**src/hdl/mau_pkg.sv**
```systemverilog
// mau_pkg: shared widths, mode codes and reset value for the modular arithmetic unit
// used by mau_reduce, mau_mulmod and modular_arithmetic_unit; no dependencies
`timescale 1ns / 1ps
`default_nettype none
package mau_pkg;

	localparam int MB   = 31;
	localparam int OP_W = 63;
	localparam int MODE_W = 3;
	localparam int OUT_W  = 31;
	localparam int CFG_W  = 31;

	localparam logic [MB-1:0] MOD_RESET = MB'(31'd1000000007);

	localparam logic [MODE_W-1:0] MODE_POW = 3'd0;
	localparam logic [MODE_W-1:0] MODE_INV = 3'd1;
	localparam logic [MODE_W-1:0] MODE_ADD = 3'd2;
	localparam logic [MODE_W-1:0] MODE_SUB = 3'd3;
	localparam logic [MODE_W-1:0] MODE_MUL = 3'd4;

	typedef logic [MB-1:0] res_t;

endpackage
`default_nettype wire

```
**src/hdl/modular_arithmetic_unit.sv**
```systemverilog
// modular_arithmetic_unit: top level, sequencer with one serial reducer and two serial
// modular multipliers; depends on mau_pkg, mau_reduce, mau_mulmod
//
// Computes one result word per input word modulo the configured modulus (reset
// 1000000007): mode 0 power a^b, mode 1 inverse a^(m-2), modes 2..4 add, subtract and
// multiply of the reduced operands; modulus below 2 or an unused mode gives 0. One word is
// in work at a time; in_ready is high while the sequencer is idle, and the output register
// lets the next word start while a result waits. The sequencer first reduces operand_a,
// then operand_b in modes 2..4, and then forms the product in mode 4; for power and
// inverse it runs one square-and-multiply step per exponent bit up to the highest set
// bit, and two multipliers run the square and the multiply side by side.
`timescale 1ns / 1ps
`default_nettype none
module modular_arithmetic_unit
	import mau_pkg::*;
(
	input  wire logic              clk,
	input  wire logic              arst_n,
	input  wire logic              cfg_we,
	input  wire logic [CFG_W-1:0]  cfg_wdata,
	input  wire logic              in_valid,
	output logic                   in_ready,
	input  wire logic [MODE_W-1:0] mode,
	input  wire logic [OP_W-1:0]   operand_a,
	input  wire logic [OP_W-1:0]   operand_b,
	output logic                   out_valid,
	input  wire logic              out_ready,
	output logic [OUT_W-1:0]       result
);

	localparam logic [2:0] S_IDLE  = 3'd0;
	localparam logic [2:0] S_RA    = 3'd1;
	localparam logic [2:0] S_RB    = 3'd2;
	localparam logic [2:0] S_MUL   = 3'd3;
	localparam logic [2:0] S_PCHK  = 3'd4;
	localparam logic [2:0] S_PSTEP = 3'd5;
	localparam logic [2:0] S_FIN   = 3'd6;

	logic [2:0]        state_q;
	res_t              mod_q;
	logic [MODE_W-1:0] mode_q;
	logic [OP_W-1:0]   b_q;
	logic [OP_W-1:0]   e_q;
	res_t              ar_q;
	res_t              acc_q;
	res_t              sq_q;
	res_t              res_q;
	logic [OUT_W-1:0]  result_q;
	logic              out_valid_q;

	logic            accept;
	logic            red_start;
	logic [OP_W-1:0] red_val;
	logic            red_done;
	res_t            red_r;
	logic            mul1_start;
	logic            mul2_start;
	res_t            mul1_x;
	res_t            mul1_y;
	logic            mul1_done;
	logic            mul2_done;
	res_t            p1;
	res_t            p2;
	logic            m_small;
	logic            is_pow;
	logic            bad_mode;
	logic [MB:0]     add_s;
	logic [MB:0]     add_r;
	logic [MB:0]     sub_r;
	logic            out_free;

	assign accept   = in_valid && in_ready;
	assign in_ready = (state_q == S_IDLE);
	assign m_small  = (mod_q < MB'(2));
	assign is_pow   = (mode_q == MODE_POW) || (mode_q == MODE_INV);
	assign bad_mode = !(mode_q inside {MODE_POW, MODE_INV, MODE_ADD, MODE_SUB, MODE_MUL});
	assign out_free = !out_valid_q || out_ready;

	assign red_start = accept ||
		(state_q == S_RA && red_done && !m_small && !bad_mode && !is_pow);
	assign red_val   = (state_q == S_IDLE) ? operand_a : b_q;

	assign mul1_start = (state_q == S_PCHK && e_q != '0) ||
		(state_q == S_RB && red_done && mode_q == MODE_MUL);
	assign mul2_start = (state_q == S_PCHK && e_q != '0);
	assign mul1_x     = (state_q == S_RB) ? ar_q : acc_q;
	assign mul1_y     = (state_q == S_RB) ? red_r : sq_q;

	always_comb begin
		add_s = {1'b0, ar_q} + {1'b0, red_r};
		if (add_s >= {1'b0, mod_q}) begin
			add_r = add_s - {1'b0, mod_q};
		end else begin
			add_r = add_s;
		end
		if (ar_q >= red_r) begin
			sub_r = {1'b0, ar_q} - {1'b0, red_r};
		end else begin
			sub_r = {1'b0, ar_q} + {1'b0, mod_q} - {1'b0, red_r};
		end
	end

	mau_reduce u_reduce (
		.clk    (clk),
		.arst_n (arst_n),
		.start  (red_start),
		.val    (red_val),
		.m      (mod_q),
		.done   (red_done),
		.r      (red_r)
	);

	mau_mulmod u_mul_acc (
		.clk    (clk),
		.arst_n (arst_n),
		.start  (mul1_start),
		.x      (mul1_x),
		.y      (mul1_y),
		.m      (mod_q),
		.done   (mul1_done),
		.p      (p1)
	);

	mau_mulmod u_mul_sq (
		.clk    (clk),
		.arst_n (arst_n),
		.start  (mul2_start),
		.x      (sq_q),
		.y      (sq_q),
		.m      (mod_q),
		.done   (mul2_done),
		.p      (p2)
	);

	// modulus register
	always_ff @(posedge clk or negedge arst_n) begin
		if (!arst_n) begin
			mod_q <= MOD_RESET;
		end else if (cfg_we) begin
			mod_q <= cfg_wdata[MB-1:0];
		end
	end

	// output register valid
	always_ff @(posedge clk or negedge arst_n) begin
		if (!arst_n) begin
			out_valid_q <= 1'b0;
		end else if (state_q == S_FIN && out_free) begin
			out_valid_q <= 1'b1;
		end else if (out_ready) begin
			out_valid_q <= 1'b0;
		end
	end

	// sequencer
	always_ff @(posedge clk or negedge arst_n) begin
		if (!arst_n) begin
			state_q <= S_IDLE;
		end else begin
			case (state_q)
				S_IDLE: begin
					if (accept) begin
						state_q <= S_RA;
					end
				end
				S_RA: begin
					if (red_done) begin
						if (m_small || bad_mode) begin
							state_q <= S_FIN;
						end else if (is_pow) begin
							state_q <= S_PCHK;
						end else begin
							state_q <= S_RB;
						end
					end
				end
				S_RB: begin
					if (red_done) begin
						state_q <= (mode_q == MODE_MUL) ? S_MUL : S_FIN;
					end
				end
				S_MUL: begin
					if (mul1_done) begin
						state_q <= S_FIN;
					end
				end
				S_PCHK: begin
					state_q <= (e_q == '0) ? S_FIN : S_PSTEP;
				end
				S_PSTEP: begin
					if (mul1_done) begin
						state_q <= S_PCHK;
					end
				end
				S_FIN: begin
					if (out_free) begin
						state_q <= S_IDLE;
					end
				end
				default: begin
					state_q <= S_IDLE;
				end
			endcase
		end
	end

	// datapath
	always_ff @(posedge clk) begin
		case (state_q)
			S_IDLE: begin
				if (accept) begin
					mode_q <= mode;
					b_q    <= operand_b;
				end
			end
			S_RA: begin
				if (red_done) begin
					ar_q  <= red_r;
					sq_q  <= red_r;
					acc_q <= MB'(1);
					res_q <= '0;
					e_q   <= (mode_q == MODE_POW) ? b_q : OP_W'(mod_q - MB'(2));
				end
			end
			S_RB: begin
				if (red_done) begin
					res_q <= (mode_q == MODE_ADD) ? add_r[MB-1:0] : sub_r[MB-1:0];
				end
			end
			S_MUL: begin
				if (mul1_done) begin
					res_q <= p1;
				end
			end
			S_PCHK: begin
				if (e_q == '0) begin
					res_q <= acc_q;
				end
			end
			S_PSTEP: begin
				if (mul1_done) begin
					if (e_q[0]) begin
						acc_q <= p1;
					end
					sq_q <= p2;
					e_q  <= {1'b0, e_q[OP_W-1:1]};
				end
			end
			S_FIN: begin
				if (out_free) begin
					result_q <= OUT_W'(res_q);
				end
			end
			default: begin
			end
		endcase
	end

	assign out_valid = out_valid_q;
	assign result    = result_q;

	a_red_done_ctx: assert property (@(posedge clk) disable iff (!arst_n)
		red_done |-> (state_q == S_RA || state_q == S_RB))
		else $error("reducer finished outside a reduce state");

	a_mul_done_ctx: assert property (@(posedge clk) disable iff (!arst_n)
		mul1_done |-> (state_q == S_MUL || state_q == S_PSTEP))
		else $error("multiplier finished outside a multiply state");

	a_mul_lockstep: assert property (@(posedge clk) disable iff (!arst_n)
		(state_q == S_PSTEP) |-> (mul1_done == mul2_done))
		else $error("square and multiply units out of step");

	a_res_range: assert property (@(posedge clk) disable iff (!arst_n)
		(state_q == S_FIN && !m_small) |-> (res_q < mod_q))
		else $error("result not reduced below modulus");

endmodule
`default_nettype wire

```
**src/hdl/mau_reduce.sv**
```systemverilog
// mau_reduce: bit-serial restoring reduction of a 63-bit operand modulo m
// one operand bit per cycle, msb first; depends on mau_pkg
`timescale 1ns / 1ps
`default_nettype none
module mau_reduce
	import mau_pkg::*;
(
	input  wire logic            clk,
	input  wire logic            arst_n,
	input  wire logic            start,
	input  wire logic [OP_W-1:0] val,
	input  wire res_t            m,
	output logic                 done,
	output res_t                 r
);

	localparam int CNT_W = $clog2(OP_W);

	logic [OP_W-1:0]  val_q;
	res_t             r_q;
	logic [CNT_W-1:0] cnt_q;
	logic             busy_q;
	logic             done_q;
	logic [MB:0]      nxt;
	logic [MB:0]      nxt_red;

	always_comb begin
		nxt = {r_q, val_q[OP_W-1]};
		if (nxt >= {1'b0, m}) begin
			nxt_red = nxt - {1'b0, m};
		end else begin
			nxt_red = nxt;
		end
	end

	always_ff @(posedge clk or negedge arst_n) begin
		if (!arst_n) begin
			busy_q <= 1'b0;
			done_q <= 1'b0;
			cnt_q  <= '0;
		end else begin
			done_q <= 1'b0;
			if (start) begin
				busy_q <= 1'b1;
				cnt_q  <= '0;
			end else if (busy_q) begin
				cnt_q <= cnt_q + CNT_W'(1);
				if (cnt_q == CNT_W'(OP_W - 1)) begin
					busy_q <= 1'b0;
					done_q <= 1'b1;
				end
			end
		end
	end

	always_ff @(posedge clk) begin
		if (start) begin
			val_q <= val;
			r_q   <= '0;
		end else if (busy_q) begin
			val_q <= {val_q[OP_W-2:0], 1'b0};
			r_q   <= nxt_red[MB-1:0];
		end
	end

	assign done = done_q;
	assign r    = r_q;

endmodule
`default_nettype wire

```
**src/hdl/mau_mulmod.sv**
```systemverilog
// mau_mulmod: bit-serial interleaved modular multiplier, x*y mod m
// one multiplier bit per cycle, msb first; depends on mau_pkg
`timescale 1ns / 1ps
`default_nettype none
module mau_mulmod
	import mau_pkg::*;
(
	input  wire logic clk,
	input  wire logic arst_n,
	input  wire logic start,
	input  wire res_t x,
	input  wire res_t y,
	input  wire res_t m,
	output logic      done,
	output res_t      p
);

	localparam int CNT_W = $clog2(MB + 1);

	res_t             x_q;
	res_t             y_q;
	res_t             r_q;
	logic [CNT_W-1:0] cnt_q;
	logic             busy_q;
	logic             done_q;
	logic [MB:0]      dbl;
	logic [MB:0]      dbl_red;
	logic [MB:0]      sum;
	logic [MB:0]      sum_red;

	always_comb begin
		dbl = {r_q, 1'b0};
		if (dbl >= {1'b0, m}) begin
			dbl_red = dbl - {1'b0, m};
		end else begin
			dbl_red = dbl;
		end
		sum = dbl_red + (y_q[MB-1] ? {1'b0, x_q} : '0);
		if (sum >= {1'b0, m}) begin
			sum_red = sum - {1'b0, m};
		end else begin
			sum_red = sum;
		end
	end

	always_ff @(posedge clk or negedge arst_n) begin
		if (!arst_n) begin
			busy_q <= 1'b0;
			done_q <= 1'b0;
			cnt_q  <= '0;
		end else begin
			done_q <= 1'b0;
			if (start) begin
				busy_q <= 1'b1;
				cnt_q  <= '0;
			end else if (busy_q) begin
				cnt_q <= cnt_q + CNT_W'(1);
				if (cnt_q == CNT_W'(MB - 1)) begin
					busy_q <= 1'b0;
					done_q <= 1'b1;
				end
			end
		end
	end

	always_ff @(posedge clk) begin
		if (start) begin
			x_q <= x;
			y_q <= y;
			r_q <= '0;
		end else if (busy_q) begin
			y_q <= {y_q[MB-2:0], 1'b0};
			r_q <= sum_red[MB-1:0];
		end
	end

	assign done = done_q;
	assign p    = r_q;

endmodule
`default_nettype wire

```
**config.mk**
```make
export PLATFORM = sky130hd
export DESIGN_NAME = modular_arithmetic_unit
export DESIGN_NICKNAME = d
export VERILOG_FILES = /design/src/hdl/mau_pkg.sv /design/src/hdl/modular_arithmetic_unit.sv /design/src/hdl/mau_reduce.sv /design/src/hdl/mau_mulmod.sv
export SDC_FILE = /design/constraint.sdc
export NUM_CORES = 2
export LEC_CHECK = 0
export BUFFER_PORTS_ARGS = -buffer_cell sky130_fd_sc_hd__buf_2
export CAP_MARGIN = 20
export CORE_ASPECT_RATIO = 2
export CORE_MARGIN = 3
export CORE_UTILIZATION = 40
export CTS_CLUSTER_DIAMETER = 30
export CTS_CLUSTER_SIZE = 16
export DETAILED_ROUTE_END_ITERATION = 8
export GPL_TIMING_DRIVEN = 1
export HOLD_SLACK_MARGIN = 0.08
export MAX_ROUTING_LAYER = met4
export PLACE_DENSITY_LB_ADDON = 0.1
export REMOVE_ABC_BUFFERS = 1
export SETUP_SLACK_MARGIN = 0.02
export SKIP_LAST_GASP = 1
export SLEW_MARGIN = 20
export SYNTH_ARGS = -nofsm -noshare
export SYNTH_HDL_FRONTEND = slang
export SYNTH_SLANG_ARGS = --single-unit
export TNS_END_PERCENT = 20
```
**constraint.sdc**
```tcl
create_clock -name clk -period 13 [get_ports clk]
set_input_delay 0.65 -clock clk [delete_from_list [all_inputs] [get_ports clk]]
set_output_delay 0.65 -clock clk [all_outputs]
set_load 0.05 [all_outputs]
```
* Yosys cells after proc, flatten, opt, wreduce, memory -nomap -nowiden *
Cells that the tools add are included.

word-level totals
  ROM bits = 0
  register bits after elaboration = 620
  logic and storage cells = 177
  bits in latches = 0
  memories = 0
  bits in writable memories = 0
  output and inout bits = 33

cells by class
  equality and inequality tests = 21
  add/subtract/negate cells = 16
  magnitude comparators = 8
  multiply operators = 0
  bitwise gates (word level) = 0
  divide/modulo/power cells = 0
  mux-type cells = 69
  reductions and logical operators = 36
  shift-type cells = 0

operators by type and width
  cell                     number
  $mux W31                 23
  $mux W63                 6
  $ge A32 B31 Y1           6
  $sub A31 B31 Y31         6
  $pmux W63 S2             1
  $pmux W31 S2             2
  $pmux W31 S4             1
  $add A32 B31 Y32         2
  $mux W32                 2
  $sub A32 B31 Y32         2
  $logic_not A63 Y1        1
  $reduce_bool A63 Y1      1
  $add A31 B31 Y32         1
  $sub A31 B2 Y32 const B  1
  $add A31 B31 Y31         1
  $ge A31 B31 Y1           1
  $lt A31 B2 Y1 const B    1
  $mux W3                  9
  $pmux W3 S7              1
  $mux W5                  4
  $mux W1                  17
  $eq A3 B2 Y1 const B     4
  $eq A3 B3 Y1 const B     4
  $mux W6                  2
  other kinds (20)         51

* Logic depth before layout (Yosys ltp) *
  depth in word-level cells = 7
  gate-level depth with buffers = 38
  gate-level depth less buffers = 36

* By module *
From an unflattened synthesis, not the netlist that was laid out.

second synthesis, totals
  cell total of the unflattened synthesis = 5171
  area total of the unflattened synthesis = 47426.7 µm²

modules (own cells, without submodules)
  module                   area an instance (µm²)  cells an instance  instances  seq. area each (µm²)
  modular_arithmetic_unit  22633.0                 2403               1          9424.0
  mau_mulmod at u_mul_acc  9315.2                  1100               1          2657.5
  mau_mulmod at u_mul_sq   9106.2                  1034               1          2657.5
  mau_reduce               6372.4                  634                1          2712.6

* Worst setup path after synthesis *
No wires, ideal clock.

  kind = reg2reg
  start point = register mod_q[1]
  end point = register u_mul_acc.r_q[20], in the netlist u_mul_acc.p[20]
  clock period less this slack = 7.594 ns
  cell stages (with the launch flop) = 39
  setup time = 0.070 ns
  arrival time = 7.524 ns
  data required time = 12.930 ns
  setup slack = 5.406 ns
  path through = dfstp_2 > inv_1 > fa_1 > a211oi_1 > nor2_1 > o311a_1 > o41ai_1 > nand3_1 > a31oi_2 > clkbuf_1 > nor2_1 > ha_1 > inv_1 > fa_1 > nor2b_1 > o21a_1 > nand3_1 > o21ai_0 > (+3 left out) > o21ai_0 > a21oi_1 > xnor2_1 > ha_1 > and3_1 > nand2_1 > nor3_1 > o21a_1 > or4_1 > a31oi_1 > a21oi_1 > and3b_1 > mux2i_4 > buf_4 > buf_4 > nand2_1 > o21ai_0 > a21oi_1

between the ends
  longest elaborated chain between the ends = 5
  elaborated cells between the ends (all ways) = 7

RTL lines
  what                                                       line                                RTL
  start, declared                                            modular_arithmetic_unit.sv:40       res_t mod_q;
  start signal, assigned                                     modular_arithmetic_unit.sv:140      mod_q <= cfg_wdata[MB-1:0];
  $sub A32 B31 Y32 / $ge A32 B31 Y1 (equally long branches)  mau_mulmod.sv:34, mau_mulmod.sv:33
  $mux W32                                                   mau_mulmod.sv:33                    if (dbl >= {1'b0, m}) begin
  $add A32 B31 Y32                                           mau_mulmod.sv:38                    sum = dbl_red + (y_q[MB-1] ? {1'b0, x_q} : '0);
  $sub A31 B31 Y31 / $ge A32 B31 Y1 (equally long branches)  mau_mulmod.sv:40, mau_mulmod.sv:39
  $mux W31 *                                                 mau_mulmod.sv:39                    if (sum >= {1'b0, m}) begin
  end signal, assigned                                       mau_mulmod.sv:73                    r_q <= sum_red[MB-1:0];
  end, declared                                              mau_mulmod.sv:22                    res_t r_q;

Mark *: on every way between the ends. The rest lies on a longest branch, timed or not.
A chain may end at the register's enable or synchronous reset.

* Final worst setup path *
  start point = register mod_q[1]
  end point = register u_mul_acc.r_q[1], in the netlist u_mul_acc.p[1]

Same word-level chain as after synthesis.

==> impl_metrics.py <==
metrics = {
    "placement": {
        "place_hpwl_microns": 143000,
        "placed_area_sq_mm": 0.0480,
        "portBuffers": 197,
        "dpl.cell_count": 6587,
        "gp_congestion": 0.986,
        "dpl_worst_slack_ns": 2.54,
    },
    "setup_path": {
        "critical_path_class": "reg -> reg",
        "cpMostUsedCell": "o21ai_0",
        "cp.arrival_ns": 11.10,
        "start_kind": "flip-flop",
        "endpoint_kind": "flip-flop",
        "cp_slowest_cell": "mux2i_4",
        "max_stage_delay_ns": 0.74,
        "worstPathRequired_ns": 13.59,
        "worstPathMaxFanout": 32,
    },
    "detailed_routing": {
        "drt_wl_total_microns": 183000,
        "dr.pass1.iters": 5,
        "ant_nets": 0,
        "vias_per_cell": 5.84,
        "remaining_drc_errors": 0,
        "drt-wirelength-per-cell_microns": 26.7,
        "vias": 40033,
        "drtIter0Drc": 2690,
    },
    "sta": {
        "fin_crit_ns": 10.51,
        "worst_slew_pin_slew_ns": 1.19,
        "fin_worst_skew_ns": 0.0311,
        "fmax_ghz": 0.0951,
        "period_share": 0.809,
        "hold_viol": 0,
        "max-slew-margin-rel": 0.200,
        "rsz0062_at_grt": "false",
        "final_max_slew_viol_count": 0,
        "setup_ws_ns": 2.49,
        "setup_violations": 0,
    },
    "clock_network": {
        "numClockSinks": 620,
        "clockBufferDepth": 3,
        "cts_made_buffers": 109,
        "cts_tree": "built",
        "postCtsSetupRepairBufs": 0,
        "cts-resized-gates": 0,
        "clkLatencyLatePin_ns": 0.73,
        "htree_levels": 3,
        "clkSlewWorstSetupHoldPaths_ns": 0.06,
        "cts_root_buf": "clkbuf_16",
    },
    "synth": {
        "ys_ff_latch": 620,
        "synth_area_sq_mm": 0.0452,
        "synth_top_area_share": 0.313,
        "synth_edf_count": 471,
        "syn_avg_cell_area_sq_um": 9.00,
        "ys_types": 89,
        "ys.flop_type": "edfxtp_1",
        "yosys.area.top_type": "edfxtp_1",
        "synth.area.top_cells": "edfxtp_1 (31%), ha_1 (9.6%), o21ai_0 (5.4%), a21oi_1 (5.2%), nand2_1 (4.6%)",
        "ys_seq_area_frac": 0.385,
        "postSynth.asyncResetShare": 0.0903,
        "ys.warnings.count": 0,
        "syn_inst": 5025,
    },
    "global_route": {
        "gr-usage-all-layers": 0.314,
        "met1_usage": 0.316,
        "use_met2": 0.567,
        "antenna_found_initial": 4,
        "gr-max-usage-layer": "met2",
        "grt_pass1_vias": 40438,
        "overflow": 0,
        "use_met3": 0.0357,
        "grt_pass1_wl_microns": 266000,
        "grt_max_degree": 184,
    },
    "cells_and_area": {
        "postLayoutCellArea_sq_mm": 0.0526,
        "final_nets": 5825,
        "syn_to_final_growth_pct": 16.2,
        "drive_gt1_frac": 0.113,
        "mostFrequentLayoutCells": "nand2_1 (552), o21ai_0 (488), edfxtp_1 (471), a21oi_1 (465), nor2_1 (384)",
        "nFillCells": 10928,
        "final_util": 0.471,
        "final_cell_count_no_fill": 6859,
        "layout_commonest_cell": "nand2_1",
    },
    "hold_path": {
        "hold_path_class": "in -> reg",
    },
    "power": {
        "powerDensity_mw_per_mm2": 197,
        "total_leakage_power_nw": 20.9,
        "peakVddDrop_mv": 0.125,
    },
    "flow_run": {
        "maxCapViolCount": 0,
    },
    "floorplan": {
        "rows": 173,
        "ios": 198,
        "start_util": 0.405,
        "die_h_microns": 481,
        "dieWidth_microns": 244,
        "coreArea_sq_mm": 0.112,
        "fp.dieArea_sq_mm": 0.117,
    },
    "outcome": {
        "status": "complete, no violations",
    },
}
## synthesized netlist by cell type, drive strengths merged (12+ instances only)
library cell and count:
or2 12, o21a 38, dfrtp 40, nor2b 47, mux2 40, nand3 67, o41ai 12, a22oi 15
xnor2 203, nand2b 51, inv 270, a21oi 467, nand2 552, edfxtp 471, a31oi 69, o211ai 29
nor2 393, o21bai 47, a21o 133, buf 40, or3 30, o21ai 501, mux2i 98, ha 347
clkbuf 177, and2 81, xor2 106, dfxtp 93, nor4 31, dfstp 16, a211o 12, nor3 105
a211oi 89, o31ai 25, and3 56, o22ai 12, fa 40, nand4 53, a221o 18, a21boi 13
## layer usage
layer | share of wire | up-vias
met5 | 0 | -
met4 | 0.083 | 0
met3 | 0.041 | 479
met2 | 0.52 | 1220
met1 | 0.36 | 19507
li1 | - | 18827
## worst paths after layout
| path | start | end | slack (ns) | cells after the start |
|---|---|---|---|---|
| hold / removal | operand_b[43] | b_q[43]$_DFFE_PP_ | 0.12 | 1 |
| setup reg to reg | mod_q[1]$_DFFE_PN1P_ | u_mul_acc.p[1]$_SDFFE_PN0P_ | 2.49 | 37 |
| hold reg to reg | res_q[25]$_DFFE_PP_ | result[25]$_DFFE_PP_ | 0.41 | 0 |
| setup / recovery | mod_q[1]$_DFFE_PN1P_ | u_mul_acc.p[1]$_SDFFE_PN0P_ | 2.49 | 37 |
| max in group asynchronous | arst_n | u_reduce.busy_q$_DFF_PN0_ | 11.49 | 3 |
| min in group asynchronous | arst_n | u_mul_sq.busy_q$_DFF_PN0_ | 0.27 | 2 |
## flip-flops by register name (all words and copies together) (netlist names), 5 cells and up
register	count
sq_q	31
u_mul_acc.p	31
res_q	31
u_reduce.cnt_q	6
b_q	63
ar_q	31
u_mul_acc.cnt_q	5
result	31
u_reduce.r	31
u_mul_sq.y_q	31
u_mul_sq.x_q	31
u_mul_acc.y_q	31
u_mul_acc.x_q	31
acc_q	31
u_mul_sq.cnt_q	5
mod_q	31
e_q	63
u_mul_sq.p	31
u_reduce.val_q	63
## stage by stage
step	power [W]	hold slack [ns]	TNS [ns]
3_5_place_dp	0.00727	0.405	0
6_report	0.0103	0.120	0
5_1_grt	0.0109	0.103	0
3_3_place_gp	0.00728	0.403	0
4_1_cts	0.0103	0.0818	0
2_1_floorplan	0.00575	0.354	-9.22
## cell families after synthesis
kind of cell               after synthesis  synth area share
muxes                                  138            0.0319
AOI/OAI and AO/OA                     1567             0.211
buffers and inverters                  487            0.0423
adders and majority gates              387             0.114
xor gates and xnor gates               309            0.0599
and+or+nand+nor                       1517             0.156
DFF                                    620             0.385
## repair_timing
| action | CTS | global route |
|---|---|---|
| endpoints found under the hold margin | 65 | 0 |
| endpoints found under the setup margin | 0 | 0 |
| hold buffers | 60 | 0 |
## where the power goes
part / switching, W / leakage, nW / internal, W
clock network: 0.00118 / 1.84 / 0.00183
registers: 0.000132 / 5.52 / 0.00227
logic: 0.00304 / 13.5 / 0.00188
## cell type report
class,count,area [sq um],area share
Clock inverter,85,1030,0.0196
Tap cell,1487,1860,0.0354
Multi-Input combinational cell,3918,26000,0.495
Clock buffer,122,2830,0.0538
Antenna cell,3,7.51,0.000143
Timing Repair Buffer,354,2350,0.0448
Inverter,270,1010,0.0193
Sequential cell,620,17400,0.332
## critical path, delay by kind of cell, from the launching register on
kind | cells | cell delay, ns
compound gates | 13 | 3.71
xor+xnor | 1 | 0.16
fa+ha+maj | 3 | 1.43
buf+inv | 4 | 1.23
flops | 1 | 0.59
mux | 3 | 1.24
simple gates | 13 | 1.96
Power figures use the tool's default switching activity.
